[src/lcsr_pkg.sv]
package lcsr_pkg;

  localparam int unsigned DATA_BITS_DEF = 24;
  localparam int unsigned SAMPLE_W      = 24;
  localparam int unsigned TIME_W        = 32;
  localparam int unsigned HALF_W        = 16;
  localparam int unsigned GAIN_W        = 2;
  localparam int unsigned CFG_IDX_W     = 2;
  localparam int unsigned CFG_DATA_W    = 32;

  localparam logic [GAIN_W-1:0] GAIN_RST     = GAIN_W'(1);
  localparam logic [HALF_W-1:0] HALF_RST     = HALF_W'(100);
  localparam logic [TIME_W-1:0] INTERVAL_RST = '0;
  localparam logic [TIME_W-1:0] CONV_RST     = '0;

  typedef enum logic [CFG_IDX_W-1:0] {
    CFG_GAIN_PULSES    = 2'd0,
    CFG_HALF_PERIOD    = 2'd1,
    CFG_FRAME_INTERVAL = 2'd2,
    CFG_CONVERSION     = 2'd3
  } lcsr_cfg_idx_e;

  typedef struct packed {
    logic [GAIN_W-1:0] gain_pulses;
    logic [HALF_W-1:0] half_period_ticks;
    logic [TIME_W-1:0] frame_interval_ticks;
    logic [TIME_W-1:0] conversion_ticks;
  } lcsr_cfg_t;

  typedef struct packed {
    logic              kind;
    logic              data_level;
    logic [TIME_W-1:0] now_time;
  } lcsr_item_t;

  typedef struct packed {
    logic                       clock_level;
    logic [TIME_W-1:0]          wake_at;
    logic                       sample_valid;
    logic signed [SAMPLE_W-1:0] sample_value;
  } lcsr_result_t;

endpackage

[src/lcsr_cfg.sv]
module lcsr_cfg (
  input  logic                               clk_i,
  input  logic                               rst_ni,
  input  logic                               cfg_we_i,
  input  logic [lcsr_pkg::CFG_IDX_W-1:0]     cfg_index_i,
  input  logic [lcsr_pkg::CFG_DATA_W-1:0]    cfg_data_i,
  output lcsr_pkg::lcsr_cfg_t                cfg_o
);
  import lcsr_pkg::*;

  lcsr_cfg_t cfg_q;

  always_ff @(posedge clk_i or negedge rst_ni) begin
    if (!rst_ni) begin
      cfg_q.gain_pulses          <= GAIN_RST;
      cfg_q.half_period_ticks    <= HALF_RST;
      cfg_q.frame_interval_ticks <= INTERVAL_RST;
      cfg_q.conversion_ticks     <= CONV_RST;
    end else if (cfg_we_i) begin
      case (lcsr_cfg_idx_e'(cfg_index_i))
        CFG_GAIN_PULSES:    cfg_q.gain_pulses          <= cfg_data_i[GAIN_W-1:0];
        CFG_HALF_PERIOD:    cfg_q.half_period_ticks    <= cfg_data_i[HALF_W-1:0];
        CFG_FRAME_INTERVAL: cfg_q.frame_interval_ticks <= cfg_data_i[TIME_W-1:0];
        CFG_CONVERSION:     cfg_q.conversion_ticks     <= cfg_data_i[TIME_W-1:0];
        default: ;
      endcase
    end
  end

  assign cfg_o = cfg_q;

endmodule

[src/lcsr_core.sv]
module lcsr_core #(
  parameter int unsigned DATA_BITS = lcsr_pkg::DATA_BITS_DEF
) (
  input  logic                   clk_i,
  input  logic                   rst_ni,
  input  logic                   step_i,
  input  lcsr_pkg::lcsr_item_t   item_i,
  input  lcsr_pkg::lcsr_cfg_t    cfg_i,
  output lcsr_pkg::lcsr_result_t result_o
);
  import lcsr_pkg::*;

  // Counter holds up to 2*DATA_BITS + 6.
  localparam int unsigned HC_W = $clog2(2 * DATA_BITS + 7);
  localparam logic [HC_W-1:0] DATA_HALVES = HC_W'(2 * DATA_BITS);

  logic [HC_W-1:0]      half_count_q, half_count_d, half_count_step;
  logic [DATA_BITS-1:0] shift_q, shift_d, shift_step;
  logic [TIME_W-1:0]    wake_q, wake_d;
  logic                 clock_q, clock_d;

  logic                 not_ready;
  logic                 drive;
  logic                 frame_done;
  logic [HC_W-1:0]      end_cnt;
  logic [HALF_W:0]      step_ticks;
  logic [TIME_W-1:0]    add_a, add_b, add_c;
  logic [SAMPLE_W+DATA_BITS-1:0] sample_ext;

  assign end_cnt   = DATA_HALVES + HC_W'({cfg_i.gain_pulses, 1'b0});
  assign not_ready = (half_count_q == '0) && item_i.data_level;

  // One half period of the serial clock.
  always_comb begin
    half_count_step = half_count_q;
    shift_step      = shift_q;
    drive           = 1'b0;
    step_ticks      = {1'b0, cfg_i.half_period_ticks};
    if (not_ready) begin
      step_ticks = {cfg_i.half_period_ticks, 1'b0};
    end else if (half_count_q[0]) begin
      if (half_count_q < DATA_HALVES) begin
        shift_step = {shift_q[DATA_BITS-2:0], item_i.data_level};
      end
      half_count_step = half_count_q + HC_W'(1);
    end else begin
      drive           = 1'b1;
      half_count_step = half_count_q + HC_W'(1);
    end
  end

  assign frame_done = half_count_step >= end_cnt;

  // Single three-input add serves both item kinds.
  assign add_a  = item_i.kind ? wake_q : item_i.now_time;
  assign add_b  = item_i.kind ? TIME_W'(step_ticks) : cfg_i.conversion_ticks;
  assign add_c  = (item_i.kind && frame_done) ? cfg_i.frame_interval_ticks : '0;
  assign wake_d = add_a + add_b + add_c;

  assign sample_ext = {{SAMPLE_W{shift_step[DATA_BITS-1]}}, shift_step};

  always_comb begin
    half_count_d = half_count_q;
    shift_d      = shift_q;
    clock_d      = clock_q;
    if (item_i.kind) begin
      half_count_d = frame_done ? '0 : half_count_step;
      shift_d      = frame_done ? '0 : shift_step;
      clock_d      = drive && !frame_done;
    end
  end

  always_ff @(posedge clk_i or negedge rst_ni) begin
    if (!rst_ni) begin
      half_count_q <= '0;
      shift_q      <= '0;
      wake_q       <= '0;
      clock_q      <= 1'b0;
    end else if (step_i) begin
      half_count_q <= half_count_d;
      shift_q      <= shift_d;
      wake_q       <= wake_d;
      clock_q      <= clock_d;
    end
  end

  assign result_o.clock_level  = clock_d;
  assign result_o.wake_at      = wake_d;
  assign result_o.sample_valid = item_i.kind && frame_done;
  assign result_o.sample_value = (item_i.kind && frame_done) ?
                                 sample_ext[SAMPLE_W-1:0] : '0;

endmodule

[src/load_cell_adc_serial_reader_top.sv]
// Pipeline: an accepted item waits in the input register, then moves into the
//   result register, which offers its result until the result side takes it.
// Throughput: one item per cycle unless the result side stalls; the state
//   update is one compare, shift and three-input add between the two registers.
// Reset (rst_ni low, asynchronous): both pipeline registers empty, counter,
//   shift register, wake time and clock level cleared, registers to defaults.
module load_cell_adc_serial_reader_top #(
  parameter int unsigned DATA_BITS = lcsr_pkg::DATA_BITS_DEF
) (
  input  logic                                  clk_i,
  input  logic                                  rst_ni,
  // item input channel
  input  logic                                  in_valid_i,
  output logic                                  in_stall_o,
  input  logic                                  kind_i,
  input  logic                                  data_level_i,
  input  logic [lcsr_pkg::TIME_W-1:0]           now_time_i,
  // result channel
  output logic                                  out_valid_o,
  input  logic                                  out_stall_i,
  output logic                                  clock_level_o,
  output logic [lcsr_pkg::TIME_W-1:0]           wake_at_o,
  output logic                                  sample_valid_o,
  output logic signed [lcsr_pkg::SAMPLE_W-1:0]  sample_value_o,
  // register write port
  input  logic                                  cfg_we_i,
  input  logic [lcsr_pkg::CFG_IDX_W-1:0]        cfg_index_i,
  input  logic [lcsr_pkg::CFG_DATA_W-1:0]       cfg_data_i
);
  import lcsr_pkg::*;

  lcsr_cfg_t    cfg;
  lcsr_item_t   item_q;
  logic         in_vld_q;
  lcsr_result_t res_d, res_q;
  logic         out_vld_q;
  logic         advance;

  lcsr_cfg u_cfg (
    .clk_i       (clk_i),
    .rst_ni      (rst_ni),
    .cfg_we_i    (cfg_we_i),
    .cfg_index_i (cfg_index_i),
    .cfg_data_i  (cfg_data_i),
    .cfg_o       (cfg)
  );

  // Move the held item into the result register whenever that register is
  // empty or being drained this cycle.
  assign advance    = in_vld_q && (!out_vld_q || !out_stall_i);
  // Hold off the sender only when the input register is full and stuck.
  assign in_stall_o = in_vld_q && !advance;

  always_ff @(posedge clk_i or negedge rst_ni) begin
    if (!rst_ni) begin
      in_vld_q <= 1'b0;
    end else if (!in_stall_o) begin
      in_vld_q <= in_valid_i;
    end
  end

  // Item payload needs no reset.
  always_ff @(posedge clk_i) begin
    if (in_valid_i && !in_stall_o) begin
      item_q.kind       <= kind_i;
      item_q.data_level <= data_level_i;
      item_q.now_time   <= now_time_i;
    end
  end

  // Frame state lives in the core and updates on the cycle the item advances,
  // so the following item already sees it.
  lcsr_core #(
    .DATA_BITS (DATA_BITS)
  ) u_core (
    .clk_i    (clk_i),
    .rst_ni   (rst_ni),
    .step_i   (advance),
    .item_i   (item_q),
    .cfg_i    (cfg),
    .result_o (res_d)
  );

  always_ff @(posedge clk_i or negedge rst_ni) begin
    if (!rst_ni) begin
      out_vld_q <= 1'b0;
    end else if (advance) begin
      out_vld_q <= 1'b1;
    end else if (!out_stall_i) begin
      out_vld_q <= 1'b0;
    end
  end

  always_ff @(posedge clk_i) begin
    if (advance) begin
      res_q <= res_d;
    end
  end

  assign out_valid_o    = out_vld_q;
  assign clock_level_o  = res_q.clock_level;
  assign wake_at_o      = res_q.wake_at;
  assign sample_valid_o = res_q.sample_valid;
  assign sample_value_o = res_q.sample_value;

endmodule

[config.mk]
export PLATFORM = sky130hd
export DESIGN_NAME = load_cell_adc_serial_reader_top
export DESIGN_NICKNAME = d
export VERILOG_FILES = /design/src/lcsr_pkg.sv /design/src/lcsr_cfg.sv /design/src/lcsr_core.sv /design/src/load_cell_adc_serial_reader_top.sv
export SDC_FILE = /design/constraint.sdc
export NUM_CORES = 1
export LEC_CHECK = 0
export BUFFER_PORTS_ARGS = -buffer_cell sky130_fd_sc_hd__buf_2
export CORE_MARGIN = 10
export CORE_UTILIZATION = 25
export DETAILED_ROUTE_END_ITERATION = 7
export PLACE_DENSITY = 0.43
export SYNTH_ARGS = -nofsm -noshare
export SYNTH_HDL_FRONTEND = slang
export SYNTH_HIERARCHICAL = 1
export SYNTH_SLANG_ARGS = --single-unit
[constraint.sdc]
create_clock -name clk_i -period 10.6 [get_ports clk_i]
set_clock_uncertainty 0.2 [all_clocks]
set_input_delay 0.53 -clock clk_i [delete_from_list [all_inputs] [get_ports clk_i]]
set_output_delay 0.53 -clock clk_i [all_outputs]
set_load 0.02 [all_outputs]
==> results of run 1 <==
==> metal layers <==
metal	routed length (um)	vias up
met5	42	-
met4	554	8
met3	1500	55
met2	15400	141
met1	16400	4170
li1	-	3971
==> state kept, by name (all words and copies together), names as in the netlist, 6 cells and up <==
signal / flops
wake_at_o: 32
u_core/wake_q: 32
u_core/half_count_q: 6
u_cfg/cfg_o: 82
sample_value_o: 24
item_q: 34
u_core/shift_q: 24
==> cell families after synthesis <==
kind of cell / Yosys count
simple gates: 264
xor+xnor: 23
fa+ha+maj: 67
compound gates: 181
flops: 239
buf+inv: 92
mux: 140
==> area by class of cell <==
cell class / instances / area [um^2] / share of cell area [%]
inverters: 51 / 191 / 1.26
flip-flops and latches: 239 / 6450 / 42.4
clock inverters: 16 / 191 / 1.26
multi-input cells: 675 / 5450 / 35.9
repair buffers: 195 / 1270 / 8.37
well taps: 664 / 831 / 5.47
diodes: 1 / 2.50 / 0.0165
clock buffers: 41 / 813 / 5.35
==> worst min-delay path by stage <==
stage	startpoint	to	slack, ps	depth (start not counted)
floorplan	rst_ni	in_vld_q	30	0
global placement	u_core/wake_q[25]	u_core/wake_q[25]	260	2
detailed placement	u_core/wake_q[25]	u_core/wake_q[25]	270	2
CTS	cfg_data_i[3]	u_cfg/cfg_o[3]	0.3	2
global route	cfg_data_i[19]	u_cfg/cfg_o[19]	10	2
finish	cfg_data_i[19]	u_cfg/cfg_o[19]	30	2
==> cells in the mapped netlist (3+ instances only) <==
| cell | number | area, um^2 |
|---|---|---|
| dfrtp_1 | 143 | 3580 |
| nand2_1 | 120 | 450 |
| mux2_2 | 93 | 1050 |
| edfxtp_1 | 92 | 2760 |
| a21oi_1 | 67 | 335 |
| inv_1 | 48 | 180 |
| ha_1 | 35 | 438 |
| nor2_1 | 35 | 131 |
| o21ai_0 | 34 | 170 |
| fa_1 | 32 | 641 |
| mux2_4 | 30 | 450 |
| nand3_1 | 26 | 130 |
| a22o_1 | 24 | 210 |
| and3_1 | 23 | 144 |
| clkbuf_1 | 21 | 78.8 |
| nor2b_1 | 19 | 119 |
| mux2i_1 | 14 | 140 |
| xnor2_1 | 13 | 114 |
| xor2_1 | 10 | 87.6 |
| a21o_1 | 9 | 67.6 |
| buf_1 | 7 | 26.3 |
| buf_6 | 7 | 78.8 |
| o31ai_1 | 7 | 52.6 |
| a31oi_1 | 6 | 37.5 |
| and2_1 | 6 | 37.5 |
| nor3_1 | 5 | 25.0 |
| a21boi_0 | 4 | 30.0 |
| dfstp_2 | 4 | 105 |
| nand4_1 | 4 | 25.0 |
| o21a_1 | 4 | 30.0 |
| o21ai_1 | 4 | 20.0 |
| buf_2 | 3 | 15.0 |
| mux2_1 | 3 | 33.8 |
| nor3_2 | 3 | 30.0 |
| o21bai_1 | 3 | 22.5 |
| or3_1 | 3 | 18.8 |
==> placed cells by master, fill, tap and decap left out, types with 4 or more instances in the layout <==
| master | synthesis | layout |
|---|---|---|
| o21ai_1 | 4 | 4 |
| o21ai_0 | 34 | 34 |
| a21o_1 | 9 | 9 |
| dfrtp_1 | 143 | 143 |
| buf_4 | 2 | 10 |
| dfstp_2 | 4 | 4 |
| xor2_1 | 10 | 10 |
| and2_1 | 6 | 5 |
| xnor2_1 | 13 | 13 |
| nor2b_1 | 19 | 19 |
| a22o_1 | 24 | 24 |
| a31oi_1 | 6 | 6 |
| o31ai_1 | 7 | 7 |
| mux2_4 | 30 | 30 |
| a21oi_1 | 67 | 67 |
| nor2_1 | 35 | 35 |
| nand3_1 | 26 | 26 |
| clkbuf_1 | 21 | 10 |
| buf_2 | 3 | 131 |
| mux2i_1 | 14 | 14 |
| mux2_2 | 93 | 93 |
| inv_1 | 48 | 48 |
| nor3_1 | 5 | 5 |
| nand4_1 | 4 | 4 |
| fa_1 | 32 | 32 |
| bufinv_16 | 0 | 4 |
| nand2_1 | 120 | 120 |
| ha_1 | 35 | 35 |
| clkinv_2 | 0 | 6 |
| and3_1 | 23 | 23 |
| edfxtp_1 | 92 | 92 |
| o21a_1 | 4 | 4 |
| clkbuf_16 | 0 | 31 |
| dlygate4sd3_1 | 0 | 53 |
==> where the power goes <==
group          switching (mW)  internal (mW)
Combinational           0.844          0.554
Clock                   0.411          0.634
Sequential              0.122           1.24
Total                    1.38           2.42
==> stage by stage <==
| stage | utilization (%) | power [mW] | hold WS, ps |
|---|---|---|---|
| 2_1_floorplan | - | 2.32 | 34.4 |
| 3_3_place_gp | 28.0 | 2.77 | 262 |
| 3_5_place_dp | 28.0 | 2.76 | 265 |
| 4_1_cts | 31.2 | 3.86 | 0.263 |
| 5_1_grt | 31.2 | 4.07 | 11.1 |
| 6_report | 31.2 | 3.80 | 30.4 |
==> worst max-delay path, stage by stage (launching register included) <==
cell and delay, ps:
dfrtp_1 460, nor4_1 280, and3_1 760, inv_2 380, ha_1 420, and3_4 210
nor3_2 290, a21oi_1 110, o21ai_1 230, o31ai_4 100, nand2_1 740, inv_2 380
nand2_1 180, fa_1 420, inv_1 70, ha_1 300, a21oi_1 150, o21ai_0 220
a2111oi_2 660, a21boi_0 230, o21ai_0 290, and3_1 240, nor2_1 70
==> repair_timing <==
item | in CTS | in global routing
hold buffers | 53 | 0
endpoints found under the hold margin | 154 | 0
endpoints found under the setup margin | 0 | 0
==> results.yml, run 1 <==
place:
  hpwlAfterDp_mm: 23.4
  dpl.cell_count: 1771
  gp_congestion: 0.813
  pre_cts_slack_ps: 2940
  dpl-instance-area_um2: 13700
  port_buffers: 132
global_route:
  grt_pass1_wl_mm: 53.2
  met2_usage_pct: 18.0
  antenna_found_initial: 5
  grt_start_max_net_pins: 94
  grt_busiest_layer: "met2"
  track_usage_pct: 11.4
  use_met3_pct: 2.48
  gr-usage-met1_pct: 15.6
  grt_pass1_vias: 8773
  grt-ovfl-total: 0
clock_tree:
  clock_path_buffers: 3
  post-cts-setup-buffers: 0
  clock_sinks: 239
  cts_buffers: 31
  path_clk_slew_ps: 50
  htreeDepth: 1
  cts_tree: "built"
  cts_resized: 0
  clockRootBuffer: "clkbuf_16"
  clk_latency_ps: 560
finish:
  area_growth_pct: 23.6
  final_cells: 1882
  drive_above_1_share_pct: 27.8
  final_cell_area_um2: 15200
  final_nets: 1333
  fillerInstances: 4989
drt:
  antenna_left: 0
  drtIter0Drc: 494
  routed_wirelength_mm: 33.9
  wl_per_cell_um: 18.0
  firstDrtPassIters: 4
  vias: 8345
  via_per_inst: 4.43
  drc: 0
floorplanning:
  die_y_um: 242
  die_w_um: 242
  initial_core_util_pct: 25.2
  die_area_um2: 58500
  row_count: 81
  ioPinCount: 133
  core_area_um2: 48700
worst_setup_path:
  cp-endpoint: "wake_at_o[25]"
  worstSetupPathType: "flop to flop"
  path_max_fanout: 25
  cp_data_arrival_time_ps: 7760
  setup.worst_path.end_class: "flop"
  worstReg2RegEnd: "wake_at_o[25]"
  r2r_start: "u_core/half_count_q[2]"
  worstPathRequired_ps: 10700
  critPathLaunch: "u_core/half_count_q[2]"
  cp-start-kind: "flop"
  reg2regPathDepth: 22
  regToRegSetupSlack_ps: 2940
status:
  run_status: "finished clean"
logic_synthesis:
  synth_cell_types: 71
  ys_ff_latch: 239
  syn_area_per_cell_um2: 12.2
  synth_top_family_by_area: "multiplexers"
  synthMuxAreaShare_pct: 13.6
  synth_fa_ha_area_share_pct: 8.77
  postSynthCellCount: 1006
  synth_simple_gate_area_share_pct: 10.7
  synth_xor_area_share_pct: 1.64
  synth_edf_count: 92
  syn_nets: 1146
  ys_seq_area_share_pct: 52.4
  netlist_area_um2: 12300
  yosysWarnings: 6
  ys.flop_type: "dfrtp_1"
  synth_compound_area_share_pct: 9.49
  synth-async-reset-ratio_pct: 61.5
timing:
  rsz0062_at_grt: "no"
  drv_slew: 0
  worst_pin_slew_ps: 1050
  worst_slack_ps: 2940
  finalSetupTns_ps: 0
  relSlewSlack_pct: 29.6
  fmax_ghz: 0.131
  setup_viol: 0
  hold_viol: 0
  fin_crit_sh_pct: 72.3
  period_minus_slack_ps: 7660
worst_hold_path:
  hold_path.class: "input pin to flop"
pwr:
  p_leak_nw: 6.55
  ir_drop_mv: 0.120
  p_per_area_nw_per_um2: 250
flow_run:
  drv_cap: 0
(Power assumes the default switching activity.)
==> run 2, diff against run 1 <==
--- a/config.mk
+++ b/config.mk
@@ -9,7 +9,7 @@
 export CORE_MARGIN = 10
 export CORE_UTILIZATION = 25
 export DETAILED_ROUTE_END_ITERATION = 7
-export PLACE_DENSITY = 0.43
+export PLACE_DENSITY = 0.44
 export SYNTH_ARGS = -nofsm -noshare
 export SYNTH_HDL_FRONTEND = slang
 export SYNTH_HIERARCHICAL = 1
==> constraint.sdc (replaced) <==
create_clock -name clk_i -period 6.2 [get_ports clk_i]
set_clock_uncertainty 0.2 [all_clocks]
set_input_delay 0.31 -clock clk_i [delete_from_list [all_inputs] [get_ports clk_i]]
set_output_delay 0.31 -clock clk_i [all_outputs]
set_load 0.02 [all_outputs]
==> results.yml, run 2 (same netlist as run 1, synthesis figures left out) <==
status:
  run_status: "finished clean"
clock_tree:
  htreeDepth: 1
  cts_tree: "built"
  cts_buffers: 29
  clockRootBuffer: "clkbuf_16"
  clk_latency_ps: 550
  clock_path_buffers: 3
  clock_sinks: 239
  path_clk_slew_ps: 60
worst_setup_path:
  r2r_start: "u_core/half_count_q[3]"
  crit_family: "compound AO/OA/AOI/OAI gates"
  crit_top_cell: "nor2_1"
  path_max_fanout: 15
  slowest_stage: "a2111o_1"
  cpPeakStageDelay_ps: 500
  path_buf_inv: 2
  worstReg2RegEnd: "wake_at_o[29]"
  reg2regPathDepth: 25
  worstSetupPathType: "flop to flop"
  regToRegSetupSlack_ps: 330
  cp-start-kind: "flop"
  cp_data_arrival_time_ps: 5960
  setup.worst_path.end_class: "flop"
  worstPathRequired_ps: 6300
finish:
  area_growth_pct: 25.0
  multi_input_area_um2: 5500
  final_nets: 1356
  layout_commonest_cell: "dfrtp_1"
  diodes: 0
  final_util_pct: 31.5
  seq_area_um2: 6450
  fillerInstances: 5003
  final_cells: 1902
  largest_reg_flops: 82
  final_cell_mix: "dfrtp_1 (142), buf_2 (131), nand2_1 (120), mux2_2 (93), edfxtp_1 (92)"
  drive_above_1_share_pct: 27.9
timing:
  hold_viol: 0
  worst_slack_ps: 334
  fmax_ghz: 0.170
  relSlewSlack_pct: 27.6
  drv_slew: 0
  finalSetupTns_ps: 0
  rsz0062_at_grt: "no"
  worst_pin_slew_ps: 1080
  setup_viol: 0
  fin_crit_sh_pct: 94.6
  period_minus_slack_ps: 5870
pwr:
  intPower_mw: 4.00
  switching_share_pct: 36.8
  switching_power_mw: 2.33
  p_per_area_nw_per_um2: 412
  total_power_mw: 6.33
  p_comb_share_pct: 38.5
  pwr-share-clk_pct: 25.0
  p_leak_nw: 6.62
  ir_drop_mv: 0.203
  seqPwrFrac_pct: 36.5
global_route:
  grt-ovfl-total: 0
  track_usage_pct: 11.2
  grt_start_max_net_pins: 99
  grt_pass1_vias: 8860
  grt_pass1_wl_mm: 52.9
  antenna_found_initial: 1
drt:
  vias: 8429
  routed_wirelength_mm: 33.4
  drc: 0
  firstDrtPassIters: 5
  drtIter0Drc: 466
  wl_per_cell_um: 17.5
  via_per_inst: 4.43
  antenna_left: 0
place:
  pre_cts_slack_ps: 226
  port_buffers: 132
  gp_congestion: 0.808
  dpl.cell_count: 1777
  hpwlAfterDp_mm: 23.2
worst_hold_path:
  min_to: "u_cfg/cfg_o[81]"
  hold_path.class: "input pin to flop"
  worstHoldPathCells: 3
  min_from: "cfg_index_i[1]"
floorplanning:
  die_area_um2: 58500
  initial_core_util_pct: 25.2
  die_y_um: 242
  die_w_um: 242
  row_count: 81
  core_area_um2: 48700
  ioPinCount: 133
flow_run:
  drv_cap: 0
==> run 2: power groups by stage <==
stage                     Sequential (mW)  Clock, mW  Combinational, mW
after floorplan                      2.42          0               1.54
after global placement               2.33          0               2.40
after detailed placement             2.33          0               2.39
after CTS                            2.31       1.65               2.45
after global routing                 2.36       1.71               2.73
final                                2.31       1.58               2.44
==> run 2: how the worst max path moves through the flow <==
stage                            from  cells past startpoint  slack (ps)       endpoint
6_report       u_core/half_count_q[3]                     25         330  wake_at_o[29]
5_1_grt        u_core/half_count_q[3]                     25           6  wake_at_o[29]
4_1_cts        u_core/half_count_q[3]                     25         190  wake_at_o[29]
3_5_place_dp   u_core/half_count_q[3]                     25         230  wake_at_o[29]
3_3_place_gp   u_core/half_count_q[3]                     25         320  wake_at_o[29]
2_1_floorplan  u_core/half_count_q[2]                     26         480  wake_at_o[29]
==> run 2: area by class of cell <==
class | instances | share of cell area (%)
Inverter | 51 | 1.26
Sequential cell | 239 | 41.9
Tap cell | 664 | 5.40
Timing Repair Buffer | 220 | 9.97
Clock buffer | 42 | 5.36
Multi-Input combinational cell | 675 | 35.7
Clock inverter | 11 | 0.342
==> run 2: per-layer routing <==
metal / GRT usage, % / wire, um / up-vias
li1: - / - / 4006
met1: 15.3 / 15800 / 4205
met2: 18.3 / 15600 / 178
met3: 2.05 / 1420 / 38
met4: 2.22 / 565 / 2
met5: 0 / 7 / -
==> run 2: tightest hold or removal path, cell delays in order <==
cell and delay (ps):
buf_2 140, nor3b_1 90, mux2_2 220
==> run 2: metrics by stage <==
stage	hold WS, ps	cell area [um^2]
after floorplan	-186	12300
after global routing	45.4	15400
after detailed placement	265	13700
after CTS	8.87	15300
after global placement	261	13700
final	46.6	15400
==> run 2: what timing repair did <==
| item | in CTS | in global routing |
|---|---|---|
| hold endpoints to repair | 211 | 0 |
| buffers inserted | 0 | 1 |
| endpoints found under the setup margin | 0 | 20 |
| resized for setup | 0 | 10 |
| hold buffers | 71 | 0 |
==> run 3, diff against run 2 <==
--- a/config.mk
+++ b/config.mk
@@ -9,7 +9,8 @@
 export CORE_MARGIN = 10
 export CORE_UTILIZATION = 25
 export DETAILED_ROUTE_END_ITERATION = 7
-export PLACE_DENSITY = 0.44
+export PLACE_DENSITY = 0.43
+export SETUP_SLACK_MARGIN = 0.3
 export SYNTH_ARGS = -nofsm -noshare
 export SYNTH_HDL_FRONTEND = slang
 export SYNTH_HIERARCHICAL = 1
==> constraint.sdc (replaced) <==
create_clock -name clk_i -period 6.3 [get_ports clk_i]
set_clock_uncertainty 0.2 [all_clocks]
set_input_delay 0.315 -clock clk_i [delete_from_list [all_inputs] [get_ports clk_i]]
set_output_delay 0.315 -clock clk_i [all_outputs]
set_load 0.02 [all_outputs]
==> results.yml, run 3 (same netlist as run 1, synthesis figures left out) <==
worst_setup_path:
  cp-endpoint: "wake_at_o[29]"
  critPathLaunch: "u_core/half_count_q[3]"
  cp_data_arrival_time_ps: 5840
  crit_top_cell: "nor2_1"
  setup.worst_path.end_class: "flop"
  worstReg2RegEnd: "wake_at_o[29]"
  reg2regPathDepth: 22
  r2r_start: "u_core/half_count_q[3]"
  slowest_stage: "a2111o_1"
  cp_cell_sequence: "nor4_2, and3_4, nor2_1, mux2_2, ha_1, and2b_2, nor3_4, a21oi_2, o21ai_2, o31ai_4, buf_4, and3_1, fa_1, ha_1, nand3_1, nor2_1, o21ai_2, a2111o_1, a21o_1, a2111oi_4, o21a_1, nor2_1"
  worstSetupPathType: "flop to flop"
  path_max_fanout: 5
  regToRegSetupSlack_ps: 570
  worstPathRequired_ps: 6410
  cpPeakStageDelay_ps: 510
  cp-start-kind: "flop"
clock_tree:
  clock_sinks: 239
  htreeDepth: 1
  cts_buffers: 30
  clock_path_buffers: 3
  clk_latency_ps: 570
  cts_tree: "built"
  path_clk_slew_ps: 60
  clockRootBuffer: "clkbuf_16"
global_route:
  antenna_found_initial: 1
  grt-ovfl-total: 0
  grt_start_max_net_pins: 105
  track_usage_pct: 11.3
  grt_pass1_vias: 9034
  grt_pass1_wl_mm: 53.4
pwr:
  switching_power_mw: 2.37
  intPower_mw: 4.09
  p_comb_share_pct: 38.3
  p_per_area_nw_per_um2: 414
  switching_share_pct: 36.7
  pwr-share-clk_pct: 26.6
  p_leak_nw: 6.69
  seqPwrFrac_pct: 35.1
  ir_drop_mv: 0.231
  total_power_mw: 6.46
timing:
  drv_slew: 0
  setup_viol: 0
  rsz0062_at_grt: "no"
  period_minus_slack_ps: 5730
  relSlewSlack_pct: 30.6
  worst_pin_slew_ps: 1040
  hold_viol: 0
  fin_crit_sh_pct: 91.0
  finalSetupTns_ps: 0
  fmax_ghz: 0.174
drt:
  via_per_inst: 4.41
  antenna_left: 0
  firstDrtPassIters: 5
  wl_per_cell_um: 17.6
  routed_wirelength_mm: 33.6
  vias: 8407
  drtIter0Drc: 474
  drc: 0
finish:
  final_cell_mix: "dfrtp_1 (140), buf_2 (131), nand2_1 (119), mux2_2 (93), edfxtp_1 (92)"
  fillerInstances: 4936
  final_util_pct: 32.0
  final_nets: 1359
  largest_reg_flops: 82
  drive_above_1_share_pct: 29.8
  layout_commonest_cell: "dfrtp_1"
  area_growth_pct: 26.7
floorplanning:
  core_area_um2: 48700
  die_w_um: 242
  row_count: 81
  initial_core_util_pct: 25.2
  ioPinCount: 133
  die_y_um: 242
  die_area_um2: 58500
place:
  hpwlAfterDp_mm: 23.0
  port_buffers: 132
  gp_congestion: 0.797
status:
  run_status: "finished clean"
flow_run:
  drv_cap: 0
worst_hold_path:
  hold_path.class: "input pin to flop"
run 3: worst min-delay path by stage:
stage / start / endpoint / slack [ps] / cells past startpoint
after floorplan: rst_ni / in_vld_q / -180 / 0
after global placement: u_core/wake_q[21] / u_core/wake_q[21] / 270 / 2
after detailed placement: u_core/wake_q[25] / u_core/wake_q[25] / 270 / 2
after CTS: cfg_we_i / u_cfg/cfg_o[80] / 80 / 3
after global routing: cfg_we_i / u_cfg/cfg_o[80] / 110 / 3
final: cfg_we_i / u_cfg/cfg_o[80] / 120 / 3
run 3: area by class of cell:
| cell class | count | area (um^2) | area share (%) |
|---|---|---|---|
| Clock inverter | 23 | 215 | 1.38 |
| Antenna cell | 1 | 2.50 | 0.0161 |
| Multi-Input combinational cell | 675 | 5560 | 35.7 |
| Tap cell | 664 | 831 | 5.33 |
| Sequential cell | 239 | 6450 | 41.4 |
| Inverter | 51 | 196 | 1.26 |
| Clock buffer | 33 | 772 | 4.96 |
| Timing Repair Buffer | 222 | 1550 | 9.97 |
run 3: per-stage QoR:
step	worst slack [ps]	instances	cell area, um^2	hold slack [ps]
2_1_floorplan	576	1006	12300	-181
4_1_cts	341	1904	15400	78.5
5_1_grt	304	1908	15600	110
3_3_place_gp	457	1775	13700	267
3_5_place_dp	297	1775	13700	270
6_report	569	1908	15600	119
run 3: worst max-delay path, delay by kind of cell, from the launching register on:
family | cells | cell delay (ps)
AOI/OAI and AO/OA | 8 | 1730
and+or+nand+nor | 9 | 1560
adders and majority gates | 3 | 1110
DFF | 1 | 430
muxes | 1 | 270
buffers and inverters | 1 | 160
run 3: what timing repair did:
item / in CTS / in global routing
buffers inserted: 0 / 3
gates cloned: 0 / 0
endpoints found under the setup margin: 2 / 41
hold buffers: 73 / 0
pin swaps: 0 / 10
hold endpoints to repair: 210 / 0
gates resized for setup: 1 / 29
run 3: routing by layer:
layer  track usage [%]  share of wire, %  vias to the layer above
li1                  -                 -                     4023
met1              15.4                48                     4183
met2              18.3                46                      164
met3              2.27               4.5                       37
met4              2.31               1.4                        0
met5                 0                 0                        -
run 3: power by group through the flow:
stage / clock, mW / combinational, mW / sequential, mW
final: 1.72 / 2.47 / 2.27
after global routing: 1.85 / 2.77 / 2.32
after CTS: 1.79 / 2.45 / 2.27
after detailed placement: 0 / 2.38 / 2.29
after global placement: 0 / 2.37 / 2.29
after floorplan: 0 / 1.52 / 2.38
